## src/smac_pkg.sv

```systemverilog
// Shared types, constants and a helper function for the stochastic Mealy automaton.
package smac_pkg;

    // Default sizes of the tables and the weight total
    localparam int MAX_STATES_DEF   = 16;
    localparam int MAX_SYMBOLS_DEF  = 16;
    localparam int MAX_ACTIONS_DEF  = 16;
    localparam int WEIGHT_TOTAL_DEF = 256;

    // Field widths
    localparam int CFG_W    = 5;
    localparam int CFG_IDX_W = 2;
    localparam int RND_W    = 12;
    localparam int WEIGHT_W = 8;
    localparam int CNT_W    = 9;   // compare width for effective counts
    localparam int SUM_W    = 13;  // holds a sum of up to 32 weights of 8 bits
    localparam int RECIP_SHIFT = 24;
    localparam int PROD_W   = 37;  // 12-bit value times 25-bit reciprocal

    // Request codes
    localparam logic [1:0] REQ_WR_NEXT   = 2'd0;
    localparam logic [1:0] REQ_WR_WEIGHT = 2'd1;
    localparam logic [1:0] REQ_STEP      = 2'd2;

    // Configuration register indexes
    localparam logic [CFG_IDX_W-1:0] CFG_NUM_STATES  = 2'd0;
    localparam logic [CFG_IDX_W-1:0] CFG_NUM_SYMBOLS = 2'd1;
    localparam logic [CFG_IDX_W-1:0] CFG_NUM_ACTIONS = 2'd2;

    localparam logic [CFG_W-1:0] CFG_RESET = 5'd16;

    // Input transaction
    typedef struct packed {
        logic [1:0]  req_type;
        logic [3:0]  state_index;
        logic [3:0]  symbol_in;
        logic [3:0]  action_index;
        logic [7:0]  table_value;
        logic [11:0] random_value;
    } in_item_t;

    // Output transaction
    typedef struct packed {
        logic [3:0] action_out;
        logic [3:0] state_after;
    } out_item_t;

    // Controller to datapath commands
    typedef struct packed {
        logic capture;
        logic decode;
        logic write;
        logic lookup;
        logic reduce;
        logic scan;
        logic load_out;
    } ctrl_cmd_t;

    // Datapath to controller status
    typedef struct packed {
        logic is_write;
        logic step_ok;
        logic scan_hit;
    } dp_status_t;

    // Effective count: zero acts as one, values above the maximum saturate
    function automatic logic [CNT_W-1:0] clamp_count(input logic [CFG_W-1:0] v,
                                                     input int maxv);
        if (v == '0)
            return CNT_W'(1);
        else if (int'(v) > maxv)
            return CNT_W'(maxv);
        else
            return CNT_W'(v);
    endfunction

endpackage

```

## src/smac_ctrl.sv

```systemverilog
// Sequencing state machine for the stochastic Mealy automaton.
module smac_ctrl (
    input  logic                   clk,
    input  logic                   rst_n,
    input  logic                   req_valid,
    output logic                   req_stall,
    output logic                   rsp_valid,
    input  logic                   rsp_stall,
    input  smac_pkg::dp_status_t   status,
    output smac_pkg::ctrl_cmd_t    cmd
);

    typedef enum logic [6:0] {
        ST_IDLE   = 7'b0000001,
        ST_DECODE = 7'b0000010,
        ST_WRITE  = 7'b0000100,
        ST_LOOKUP = 7'b0001000,
        ST_REDUCE = 7'b0010000,
        ST_SCAN   = 7'b0100000,
        ST_DONE   = 7'b1000000
    } state_t;

    state_t state_reg;
    state_t state_next;
    logic   out_valid_reg;
    logic   out_valid_next;
    logic   out_free;

    // Output register can take a result when empty or being drained
    assign out_free  = !out_valid_reg || !rsp_stall;
    assign req_stall = (state_reg != ST_IDLE);
    assign rsp_valid = out_valid_reg;

    // Next state and commands
    always_comb
    begin
        state_next = state_reg;
        cmd        = '0;
        unique case (state_reg)
            ST_IDLE:
            begin
                if (req_valid)
                begin
                    cmd.capture = 1'b1;
                    state_next  = ST_DECODE;
                end
            end
            ST_DECODE:
            begin
                cmd.decode = 1'b1;
                if (status.is_write)
                    state_next = ST_WRITE;
                else if (status.step_ok)
                    state_next = ST_LOOKUP;
                else
                    state_next = ST_DONE;
            end
            ST_WRITE:
            begin
                cmd.write  = 1'b1;
                state_next = ST_DONE;
            end
            ST_LOOKUP:
            begin
                cmd.lookup = 1'b1;
                state_next = ST_REDUCE;
            end
            ST_REDUCE:
            begin
                cmd.reduce = 1'b1;
                state_next = ST_SCAN;
            end
            ST_SCAN:
            begin
                cmd.scan = 1'b1;
                if (status.scan_hit)
                    state_next = ST_DONE;
            end
            ST_DONE:
            begin
                if (out_free)
                begin
                    cmd.load_out = 1'b1;
                    state_next   = ST_IDLE;
                end
            end
            default:
            begin
                state_next = ST_IDLE;
            end
        endcase
    end

    // Output valid flag
    always_comb
    begin
        out_valid_next = out_valid_reg;
        if (cmd.load_out)
            out_valid_next = 1'b1;
        else if (out_valid_reg && !rsp_stall)
            out_valid_next = 1'b0;
    end

    always_ff @(posedge clk or negedge rst_n)
    begin
        if (!rst_n)
        begin
            state_reg     <= ST_IDLE;
            out_valid_reg <= 1'b0;
        end
        else
        begin
            state_reg     <= state_next;
            out_valid_reg <= out_valid_next;
        end
    end

`ifndef ASSERT_OFF
    // A result is never loaded over one that is still held
    a_no_overwrite: assert property (@(posedge clk) disable iff (!rst_n)
        cmd.load_out |-> !(out_valid_reg && rsp_stall))
        else $error("result register overwritten");

    // The scan ends in the result state once a weight hits
    a_scan_end: assert property (@(posedge clk) disable iff (!rst_n)
        (state_reg == ST_SCAN && status.scan_hit) |=> (state_reg == ST_DONE))
        else $error("scan did not finish on hit");

    // Every accepted transaction is decoded next
    a_accept_decode: assert property (@(posedge clk) disable iff (!rst_n)
        (req_valid && !req_stall) |=> (state_reg == ST_DECODE))
        else $error("accepted transaction not decoded");
`endif

endmodule

```

## config.mk

```make
export PLATFORM = sky130hd
export DESIGN_NAME = smac_ctrl
export DESIGN_NICKNAME = d
export VERILOG_FILES = /design/src/smac_pkg.sv /design/src/smac_ctrl.sv
export SDC_FILE = /design/constraint.sdc
export NUM_CORES = 1
export LEC_CHECK = 0
export BUFFER_PORTS_ARGS = -buffer_cell sky130_fd_sc_hd__buf_2
export CAP_MARGIN = 20
export CORE_AREA = 10 10 47 49
export DETAILED_ROUTE_END_ITERATION = 6
export DIE_AREA = 0 0 57 59
export PLACE_DENSITY = 0.67
export REMOVE_ABC_BUFFERS = 1
export SLEW_MARGIN = 5
export SYNTH_ARGS = -nofsm -noshare
export SYNTH_HDL_FRONTEND = slang
export SYNTH_SLANG_ARGS = --single-unit
export TNS_END_PERCENT = 30
```

## constraint.sdc

```tcl
create_clock -name clk -period 2.4 [get_ports clk]
set_clock_uncertainty 0.15 [all_clocks]
set_input_delay 0.48 -clock clk [delete_from_list [all_inputs] [get_ports clk]]
set_output_delay 0.48 -clock clk [all_outputs]
set_load 0.005 [all_outputs]
```

-- Yosys cells after proc, flatten, opt, wreduce, memory -nomap -nowiden
Index checks and enable logic that the tools add are counted.
- output and inout port bits: 9
- input port bits: 7
- logic and storage cells: 36
- register bits after elaboration: 8
- reductions and logical operators: 6
- equality and inequality tests: 11
- muxes and demuxes: 17
- operators by type and width (kind ; count):
    $pmux W7 S7 ; 1
    $mux W7 ; 5
    $mux W1 ; 11
    $eq A7 B1 Y1 const B ; 1
    $eq A7 B2 Y1 const B ; 1
    $eq A7 B3 Y1 const B ; 1
    $eq A7 B4 Y1 const B ; 1
    $eq A7 B5 Y1 const B ; 1
    $eq A7 B6 Y1 const B ; 1
    $eq A7 B7 Y1 const B ; 1
    $ne A7 B1 Y1 const B ; 1
    $ne A2 B2 Y1 const B ; 3
    $reduce_and A3 Y1 ; 1
    $logic_not A1 Y1 ; 2
    $reduce_bool A2 Y1 ; 1
    $logic_and A1 B1 Y1 ; 1
    $logic_or A1 B1 Y1 ; 1

-- Longest topological paths before layout
Gate-level depths: netlist of the first run.
- depth after elaboration: 5
- gate-level depth with buffers: 5
- gate-level depth less buffers: 4

-- Worst setup path after synthesis of the first run
No wires, ideal clock.
- path kind: reg-to-output
- start: register state_reg[1]
- end: output cmd[0] in the netlist's numbering
- stages on the path, launching flop included: 6
- data arrival time: 1.359 ns
- setup slack: 0.411 ns
- required time: 1.770 ns
- cells stage by stage: dfrtp_1 > or4_4 > nor2_1 > nand2_1 > a21oi_1 > buf_4
- RTL lines (element ; RTL line ; RTL):
    from (decl) ; smac_ctrl.sv:23 ; state_t state_reg;
    from (signal assigned) ; smac_ctrl.sv:113 ; state_reg <= state_next;
    to (decl) ; smac_ctrl.sv:10 ; output smac_pkg::ctrl_cmd_t cmd

==> flow_metrics.env, run 1 <==
export IMPL_timing_critical_path_slowest_cell_delay_ns=0.58
export IMPL_met3_usage=0.0386
export IMPL_power_frac_seq=0.413
export IMPL_crit_chain="or4_4 > nor2_2 > nand2_2 > a21oi_1 > buf_2"
export IMPL_max_clock_path_buffers=2
export IMPL_netlist_area_leader_share=0.374
export IMPL_worst_pin_slew_ns=0.438
export IMPL_htree_num_levels=1
export IMPL_number_of_global_route_vias_before_repair=449
export IMPL_synth_distinct_cells=25
export IMPL_tritoncts_num_buffers=3
export IMPL_edff_count_synth=0
export IMPL_timing_fmax_mhz=436
export IMPL_cp_num_buf_inv=1
export IMPL_fp_coreArea_um2=1400
export IMPL_routed_via_count=426
export IMPL_global_routing_met2_resource_utilization=0.107
export IMPL_drt_initial_drc_count=6
export IMPL_hold_class="input pin to flop"
export IMPL_postSynth_asyncResetShare=1.00
export IMPL_finalWeightedCongestion=0.809
export IMPL_route_detailed_drc=0
export IMPL_sequential_element_share_of_the_synthesized_area=0.430
export IMPL_synthToLayoutAreaGrowth_pct=27.3
export IMPL_total_power_mw=0.458
export IMPL_post_synth_main_area_contributors="sky130_fd_sc_hd__dfrtp_1 37%, sky130_fd_sc_hd__nor2_1 8.0%, sky130_fd_sc_hd__dfstp_2 5.6%"
export IMPL_drt_antenna_violating_nets=0
export IMPL_antenna_cells=0
export IMPL_setup_violations=0
export IMPL_place_detailed_hpwl_um=883
export IMPL_slew_headroom=0.706
export IMPL_largest_register_ffs=7
export IMPL_finalMaxSlewViolations=0
export IMPL_grt_start_max_net_pins=9
export IMPL_netSwitchingFraction=0.355
export IMPL_pwr_density_cell_nw_per_um2=769
export IMPL_library_cell_contributing_the_largest_single_delay_on_the_critical_path="sky130_fd_sc_hd__or4_4"
export IMPL_grtUsageMet1=0.0789
export IMPL_power_share_combinational=0.336
export IMPL_post_place_cells=79
export IMPL_grt_first_pass_wirelength_um=1970
export IMPL_final_setup_margin_ns=0.105
export IMPL_cts_tree="built"
export IMPL_die_x_um=57
export IMPL_status="completed"
export IMPL_via_per_inst=5.07
export IMPL_design_die_area_um2=3360
export IMPL_chipHeight_um=59
export IMPL_drt_pre_antenna_iters=4
export IMPL_io_buffer_count=15
export IMPL_route_detailed_wl_per_inst_um=13.4
export IMPL_io_pin_count=16
export IMPL_timing_final_crit_period_ns=2.30
export IMPL_clock_sinks=8
export IMPL_finalNetCount=76
export IMPL_worst_setup_hold_path_clk_slew_ns=0.06
export IMPL_p_switching_mw=0.163
export IMPL_cellLeakagePower_nw=0.300
export IMPL_final_min_period_over_clock_period=0.956
export IMPL_synthFlopType="sky130_fd_sc_hd__dfrtp_1"
export IMPL_cp_start_kind="flop"
export IMPL_initial_core_utilization=0.334
export IMPL_timing_critical_path_max_delay_family="simple AND/OR/NAND/NOR gates"
export IMPL_grt_busiest_layer="met2"
export IMPL_min_delay_start="status[2]"
export IMPL_overflow_left_after_global_routing=0
export IMPL_worst_setup_path_type="flop to output port"
export IMPL_ys_seq_elements=8
export IMPL_yosysWarningCount=0
export IMPL_power_internal_mw=0.295
export IMPL_synth_common_cells="10 x sky130_fd_sc_hd__nor2_1, 7 x sky130_fd_sc_hd__dfrtp_1, 4 x sky130_fd_sc_hd__nand2_1"
export IMPL_worst_ep_arrival_time_ns=1.67
export IMPL_max_cap_violations=0
export IMPL_routed_wl_um=1120
export IMPL_fp_row_count=14
export IMPL_dp_worst_setup_slack_ns=0.321
export IMPL_drive_above_1_share=0.397
export IMPL_yosysTopAreaCell="sky130_fd_sc_hd__dfrtp_1"
export IMPL_crit_path_start="state_reg[1]$_DFFE_PN0P_"
export IMPL_critPathCaptureType="output port"
export IMPL_timing_setup_tns_ns=0
export IMPL_finalNonFillerCells=84
export IMPL_synthCells=50
export IMPL_grt_util_overall=0.0740
export IMPL_synth_avg_cell_area_um2=9.36
export IMPL_crit_fanout=5
export IMPL_required_ns=1.77
export IMPL_final_hold_viol_count=0
export IMPL_proportion_of_power_drawn_by_the_clock_network=0.252
export IMPL_post_cts_setup_buffer_count=0
export IMPL_initial_antenna_violation_count=0
export IMPL_syn_cell_area_um2=468
export IMPL_clkLatencyLatePin_ns=0.26
export IMPL_synth_most_common_cell="sky130_fd_sc_hd__nor2_1"
export IMPL_clock_tree_root_cell="sky130_fd_sc_hd__clkbuf_4"
export IMPL_vdd_ir_drop_max_mv=0.435
export IMPL_rr_startpoint="state_reg[1]$_DFFE_PN0P_"
metal layers:
layer / routed length (um) / share of wire
met3: 110 / 0.098
met1: 508 / 0.45
met2: 476 / 0.42
met4: 26 / 0.023
met5: 0 / 0
cells in the final DEF, fill, tap and decap left out, drive strengths merged:
cell / instances
buf: 15
nor2: 10
dfrtp: 7
nand2: 4
clkbuf: 4
a21oi: 3
nor3: 3
nand2b: 2
nor4: 2
inv: 2
nor4b: 2
or4: 1
and4b: 1
nand3: 1
nor2b: 1
and2: 1
a32oi: 1
and3: 1
o21a: 1
xnor2: 1
a21o: 1
and3b: 1
o22ai: 1
dlygate4sd3: 1
dfstp: 1
cell type report:
class                      instances  area (um^2)
clock buffer                       4         26.3
tap                               16         20.0
multi-input combinational         38          255
fill                             152          806
sequential                         8          201
timing repair buffer              16         85.1
inverter                           2         7.51
stage by stage:
stage | hold WS (ns) | utilization | area (um^2)
floorplan | 0.0344 | - | 453
global placement | 0.183 | 0.391 | 548
CTS | 0.291 | 0.417 | 584
finish | 0.298 | 0.425 | 596
global route | 0.318 | 0.425 | 596
detailed placement | 0.185 | 0.391 | 548
final timing paths:
| check | endpoint | slack (ns) | depth (start not counted) |
|---|---|---|---|
| min reg2reg | rsp_valid$_DFFE_PN0P_ | 0.41 | 2 |
| min in group asynchronous | state_reg[3]$_DFFE_PN0P_ | 0.45 | 2 |
| max in group asynchronous | state_reg[0]$_DFFE_PN1P_ | 1.40 | 2 |
| max reg2reg | state_reg[6]$_DFFE_PN0P_ | 0.78 | 4 |
| min | state_reg[2]$_DFFE_PN0P_ | 0.30 | 2 |
| max | cmd[0] | 0.10 | 5 |
power by group through the flow:
stage | registers, mW | logic (mW) | clock network, mW
2_1_floorplan | 0.184 | 0.101 | 0
3_5_place_dp | 0.190 | 0.147 | 0
6_report | 0.189 | 0.154 | 0.115
3_3_place_gp | 0.189 | 0.145 | 0
4_1_cts | 0.187 | 0.149 | 0.120
5_1_grt | 0.193 | 0.175 | 0.124
worst register-to-register path: stages (launching register included):
cell	delay, ns
sky130_fd_sc_hd__dfrtp_1	0.40
sky130_fd_sc_hd__or4_4	0.59
sky130_fd_sc_hd__nor3_2	0.23
sky130_fd_sc_hd__a21oi_1	0.07
sky130_fd_sc_hd__o22ai_1	0.11
cells by family (layout without fill, tap and decap cells):
kind of cell,after synthesis,count (layout),share of synthesized area
buf+inv,4,22,0.0481
compound gates,7,7,0.0963
flops,8,8,0.430
simple gates,30,30,0.406
xor+xnor,1,1,0.0187
what timing repair did:
action	4_1_cts	5_1_grt
resized for setup	0	3
hold buffers	1	0
endpoints found under the hold margin	7	0
endpoints found under the setup margin	0	2
No activity file was read; power rests on OpenSTA's default activity.
==> run 2, diff against run 1 <==
==> constraint.sdc (replaced) <==
create_clock -name clk -period 2.7 [get_ports clk]
set_clock_uncertainty 0.15 [all_clocks]
set_input_delay 0.54 -clock clk [delete_from_list [all_inputs] [get_ports clk]]
set_output_delay 0.54 -clock clk [all_outputs]
set_load 0.005 [all_outputs]
==> run 2 against run 1 <==
  * Non-clock buffer count unchanged
  * Largest cell class unchanged
  * Combinational power decreased by 15%
  * Via count increased by 1.9%
  * Wire length increased by 1.9%
  * Clock-buffer cell count unchanged
  * Critical endpoint is now cmd[4]
  * Sequential share of layout area increased by 0.65 points
  * First-iteration DRC count increased by 50%
  * Design area decreased by 1.9%
==> flow_metrics.env, run 2 (synthesis gave the netlist of run 1 again) <==
export IMPL_cp_num_cells=3
export IMPL_cts_tree="built"
export IMPL_io_pin_count=16
export IMPL_routed_via_count=434
export IMPL_finalNetCount=76
export IMPL_post_dp_cell_area_um2=548
export IMPL_initial_core_utilization=0.334
export IMPL_worst_pin_slew_ns=0.430
export IMPL_rsz_0062_raised_after_global_routing="no"
export IMPL_cts_repair_resize_count=0
export IMPL_design_die_area_um2=3360
export IMPL_io_buffer_count=15
export IMPL_timing_final_crit_period_ns=2.44
export IMPL_timing_critical_path_slowest_cell_delay_ns=0.60
export IMPL_required_ns=2.01
export IMPL_reg2reg_depth=4
export IMPL_final_min_period_over_clock_period=0.903
export IMPL_drt_antenna_violating_nets=0
export IMPL_die_x_um=57
export IMPL_route_detailed_wl_per_inst_um=13.6
export IMPL_timing_critical_path_max_delay_family="simple AND/OR/NAND/NOR gates"
export IMPL_layout_filler_cells=152
export IMPL_whs_path_depth=2
export IMPL_chipHeight_um=59
export IMPL_final_setup_margin_ns=0.261
export IMPL_grt_util_overall=0.0740
export IMPL_max_clock_path_buffers=2
export IMPL_grt_first_pass_wirelength_um=1970
export IMPL_cellLeakagePower_nw=0.299
export IMPL_cp_num_buf_inv=1
export IMPL_route_detailed_drc=0
export IMPL_crit_chain="or4_4 > nor4b_1 > buf_2"
export IMPL_drt_pre_antenna_iters=5
export IMPL_drt_initial_drc_count=9
export IMPL_post_layout_instance_area_um2=584
export IMPL_timing_setup_tns_ns=0
export IMPL_drive_above_1_share=0.353
export IMPL_via_per_inst=5.17
export IMPL_post_cts_setup_buffer_count=0
export IMPL_place_detailed_hpwl_um=883
export IMPL_layout_cells_most_common_list="15 x sky130_fd_sc_hd__buf_2, 10 x sky130_fd_sc_hd__nor2_1, 7 x sky130_fd_sc_hd__dfrtp_1"
export IMPL_clock_sinks=8
export IMPL_hold_class="input pin to flop"
export IMPL_finalWeightedCongestion=0.810
export IMPL_cp_start_kind="flop"
export IMPL_critPathCaptureType="output port"
export IMPL_max_cap_violations=0
export IMPL_finalMaxSlewViolations=0
export IMPL_largest_register_ffs=7
export IMPL_initial_antenna_violation_count=0
export IMPL_slew_headroom=0.711
export IMPL_vdd_ir_drop_max_mv=0.376
export IMPL_fp_row_count=14
export IMPL_number_of_global_route_vias_before_repair=449
export IMPL_clock_tree_root_cell="sky130_fd_sc_hd__clkbuf_4"
export IMPL_grt_start_max_net_pins=9
export IMPL_antenna_cells=0
export IMPL_synthToLayoutAreaGrowth_pct=24.9
export IMPL_worst_ep_arrival_time_ns=1.75
export IMPL_layout_commonest_cell="sky130_fd_sc_hd__buf_2"
export IMPL_htree_num_levels=1
export IMPL_routed_wl_um=1140
export IMPL_pwr_density_cell_nw_per_um2=689
export IMPL_status="completed"
export IMPL_clkLatencyLatePin_ns=0.26
export IMPL_dp_worst_setup_slack_ns=0.561
export IMPL_crit_fanout=5
export IMPL_setup_violations=0
export IMPL_library_cell_contributing_the_largest_single_delay_on_the_critical_path="sky130_fd_sc_hd__or4_4"
export IMPL_tritoncts_num_buffers=3
export IMPL_timing_fmax_mhz=410
export IMPL_worst_setup_path_type="flop to output port"
export IMPL_worst_setup_hold_path_clk_slew_ns=0.06
export IMPL_fp_coreArea_um2=1400
export IMPL_overflow_left_after_global_routing=0
export IMPL_final_hold_viol_count=0
## run 2: cell count changes in the layout (fill, tap and decap cells not counted)
cell / change
sky130_fd_sc_hd__nor4b_1: +1
sky130_fd_sc_hd__nor4b_2: -1
sky130_fd_sc_hd__nor2_1: +1
sky130_fd_sc_hd__nand2_1: +1
sky130_fd_sc_hd__nand2_2: -1
sky130_fd_sc_hd__nor2_2: -1
## run 2: worst paths after layout
kind / startpoint / end / slack [ns]
max in group asynchronous: rst_n / state_reg[0]$_DFFE_PN1P_ / 1.64
worst max-delay path: state_reg[1]$_DFFE_PN0P_ / cmd[4] / 0.26
min in group asynchronous: rst_n / state_reg[3]$_DFFE_PN0P_ / 0.51
worst max register to register: state_reg[1]$_DFFE_PN0P_ / state_reg[6]$_DFFE_PN0P_ / 1.06
worst min-delay path: status[2] / state_reg[2]$_DFFE_PN0P_ / 0.36
worst min register to register: rsp_valid$_DFFE_PN0P_ / rsp_valid$_DFFE_PN0P_ / 0.41
## run 2: stage by stage
stage	hold slack [ns]	util	power [mW]	instances
floorplan	0.0944	-	0.253	48
detailed placement	0.245	0.391	0.299	79
finish	0.357	0.417	0.403	84
CTS	0.351	0.417	0.406	84
global route	0.378	0.417	0.431	84
global placement	0.243	0.391	0.297	79
## run 2: layer usage
metal,track usage,share of wire
met5,0,0
met4,0.0604,0.012
met3,0.0386,0.098
met2,0.107,0.43
met1,0.0789,0.46
## run 2: final cells by class
| cell class | instances | area [um^2] | area share |
|---|---|---|---|
| clock buffer | 4 | 26.3 | 0.0450 |
| timing repair buffer | 16 | 85.1 | 0.146 |
| inverter | 2 | 7.51 | 0.0128 |
| tap | 16 | 20.0 | 0.0343 |
| multi-input combinational | 38 | 244 | 0.418 |
| sequential | 8 | 201 | 0.345 |
## run 2: repair_timing
action / CTS / global route
endpoints found under the setup margin: 0 / 0
endpoints found under the hold margin: 7 / 0
hold buffers: 1 / 0
## run 2: power breakdown
part / internal [mW] / switching (mW) / total [mW]
Clock: 0.0569 / 0.0458 / 0.103
Combinational: 0.0608 / 0.0706 / 0.131
Sequential: 0.143 / 0.0260 / 0.169
Total: 0.260 / 0.142 / 0.403
==> run 3, diff against run 2 <==
--- a/config.mk
+++ b/config.mk
@@ -5,7 +5,7 @@
 export SDC_FILE = /design/constraint.sdc
 export NUM_CORES = 1
 export LEC_CHECK = 0
-export BUFFER_PORTS_ARGS = -buffer_cell sky130_fd_sc_hd__buf_2
+export BUFFER_PORTS_ARGS = -buffer_cell sky130_fd_sc_hd__buf_4
 export CAP_MARGIN = 20
 export CORE_AREA = 10 10 47 49
 export DETAILED_ROUTE_END_ITERATION = 6
==> run 3 against run 2 <==
  * Total power grew 3.2%
  * Wire length shrank 3.5%
  * Largest cell class unchanged
  * Largest power group unchanged
  * First-iteration DRC count shrank 78%
  * Via count shrank 6.7%
  * Worst hold slack lost 0.0028 ns
  * Global-route usage grew 0.13 points
  * Critical endpoint unchanged
==> flow_metrics.env, run 3 (synthesis gave the netlist of run 1 again) <==
export IMPL_status="completed"
export IMPL_finalWeightedCongestion=0.805
export IMPL_worst_setup_path_type="flop to output port"
export IMPL_cellLeakagePower_nw=0.305
export IMPL_number_of_global_route_vias_before_repair=464
export IMPL_required_ns=2.01
export IMPL_chipHeight_um=59
export IMPL_clock_sinks=8
export IMPL_initial_antenna_violation_count=0
export IMPL_initial_core_utilization=0.334
export IMPL_rr_startpoint="state_reg[1]$_DFFE_PN0P_"
export IMPL_largest_register_ffs=7
export IMPL_tritoncts_num_buffers=3
export IMPL_drt_antenna_violating_nets=0
export IMPL_htree_num_levels=1
export IMPL_setup_violations=0
export IMPL_timing_final_crit_period_ns=2.42
export IMPL_grt_util_overall=0.0753
export IMPL_critPathCaptureType="output port"
export IMPL_met3_usage=0.0279
export IMPL_drt_pre_antenna_iters=3
export IMPL_total_power_mw=0.415
export IMPL_fp_coreArea_um2=1400
export IMPL_dp_worst_setup_slack_ns=0.573
export IMPL_drt_initial_drc_count=2
export IMPL_grtUsageMet1=0.0934
export IMPL_rsz_0062_raised_after_global_routing="no"
export IMPL_fp_row_count=14
export IMPL_grt_start_max_net_pins=9
export IMPL_worst_ep_arrival_time_ns=1.73
export IMPL_min_to="state_reg[2]$_DFFE_PN0P_"
export IMPL_clock_tree_root_cell="sky130_fd_sc_hd__clkbuf_4"
export IMPL_routed_via_count=405
export IMPL_clkLatencyLatePin_ns=0.26
export IMPL_layout_cells_most_common_list="15 x sky130_fd_sc_hd__buf_4, 10 x sky130_fd_sc_hd__nor2_1, 7 x sky130_fd_sc_hd__dfrtp_1"
export IMPL_crit_fanout=5
export IMPL_grt_busiest_layer="met2"
export IMPL_overflow_left_after_global_routing=0
export IMPL_crit_reg2reg_capture="state_reg[6]$_DFFE_PN0P_"
export IMPL_io_pin_count=16
export IMPL_cp_start_kind="flop"
export IMPL_worst_setup_hold_path_clk_slew_ns=0.06
export IMPL_antenna_cells=0
export IMPL_timing_fmax_mhz=413
export IMPL_route_detailed_drc=0
export IMPL_setup_reg_to_reg_worst_slack_ns=1.08
export IMPL_final_setup_margin_ns=0.276
export IMPL_whs_path_depth=2
export IMPL_synthToLayoutAreaGrowth_pct=32.9
export IMPL_cts_tree="built"
export IMPL_min_delay_start="status[2]"
export IMPL_max_clock_path_buffers=2
export IMPL_final_hold_viol_count=0
export IMPL_final_core_util=0.444
export IMPL_route_detailed_wl_per_inst_um=13.1
export IMPL_hold_class="input pin to flop"
export IMPL_post_cts_setup_buffer_count=0
export IMPL_reg2reg_depth=3
export IMPL_place_detailed_hpwl_um=861
export IMPL_slew_headroom=0.732
export IMPL_vdd_ir_drop_max_mv=0.378
export IMPL_pwr_density_cell_nw_per_um2=668
export IMPL_finalMaxSlewViolations=0
export IMPL_via_per_inst=4.82
export IMPL_global_routing_met2_resource_utilization=0.101
export IMPL_timing_setup_tns_ns=0
export IMPL_layout_commonest_cell="sky130_fd_sc_hd__buf_4"
export IMPL_drive_above_1_share=0.353
export IMPL_grt_first_pass_wirelength_um=2030
export IMPL_worst_pin_slew_ns=0.399
export IMPL_die_x_um=57
export IMPL_design_die_area_um2=3360
export IMPL_final_min_period_over_clock_period=0.898
export IMPL_routed_wl_um=1100
export IMPL_max_cap_violations=0
export IMPL_io_buffer_count=15
export IMPL_finalNetCount=76
export IMPL_finalHoldWorstSlack_ns=0.355
run 3: report_power, final:
group	internal (mW)	switching, mW
sequential	0.143	0.0248
combinational	0.0742	0.0719
clock	0.0568	0.0450
run 3: final cells by class:
cell class                 instances  area (um^2)
fill                             158          779
timing repair buffer              16          123
sequential                         8          201
clock buffer                       4         26.3
tap                               16         20.0
inverter                           2         7.51
multi-input combinational         38          244
run 3: how the worst max path moves through the flow:
stage	from	endpoint	depth (start not counted)
3_5_place_dp	state_reg[1]$_DFFE_PN0P_	cmd[0]	5
4_1_cts	state_reg[1]$_DFFE_PN0P_	cmd[0]	5
2_1_floorplan	state_reg[1]$_DFFE_PN0P_	cmd[4]	2
6_report	state_reg[1]$_DFFE_PN0P_	cmd[4]	3
3_3_place_gp	state_reg[1]$_DFFE_PN0P_	cmd[0]	5
5_1_grt	state_reg[1]$_DFFE_PN0P_	cmd[4]	3
run 3: through the flow:
step	cells	instance area, um^2
global route	84	622
CTS	84	622
floorplan	48	453
global placement	79	586
finish	84	622
detailed placement	79	586
run 3: critical path, cell delays in order (launching register included):
cell and delay [ns]:
sky130_fd_sc_hd__dfrtp_1 0.40, sky130_fd_sc_hd__or4_4 0.60, sky130_fd_sc_hd__nor4b_1 0.31, sky130_fd_sc_hd__buf_4 0.17
run 3: what timing repair did:
| action | in CTS | in global routing |
|---|---|---|
| endpoints found under the hold margin | 7 | 0 |
| resized for setup | 0 | 0 |
| hold buffers | 1 | 0 |
run 3: layer usage:
| layer | routed length (um) | share of wire | vias to the layer above |
|---|---|---|---|
| met5 | 0 | 0 | - |
| met4 | 10 | 0.0091 | 0 |
| met3 | 79 | 0.072 | 2 |
| met2 | 485 | 0.44 | 11 |
| met1 | 528 | 0.48 | 182 |
| li1 | - | - | 210 |
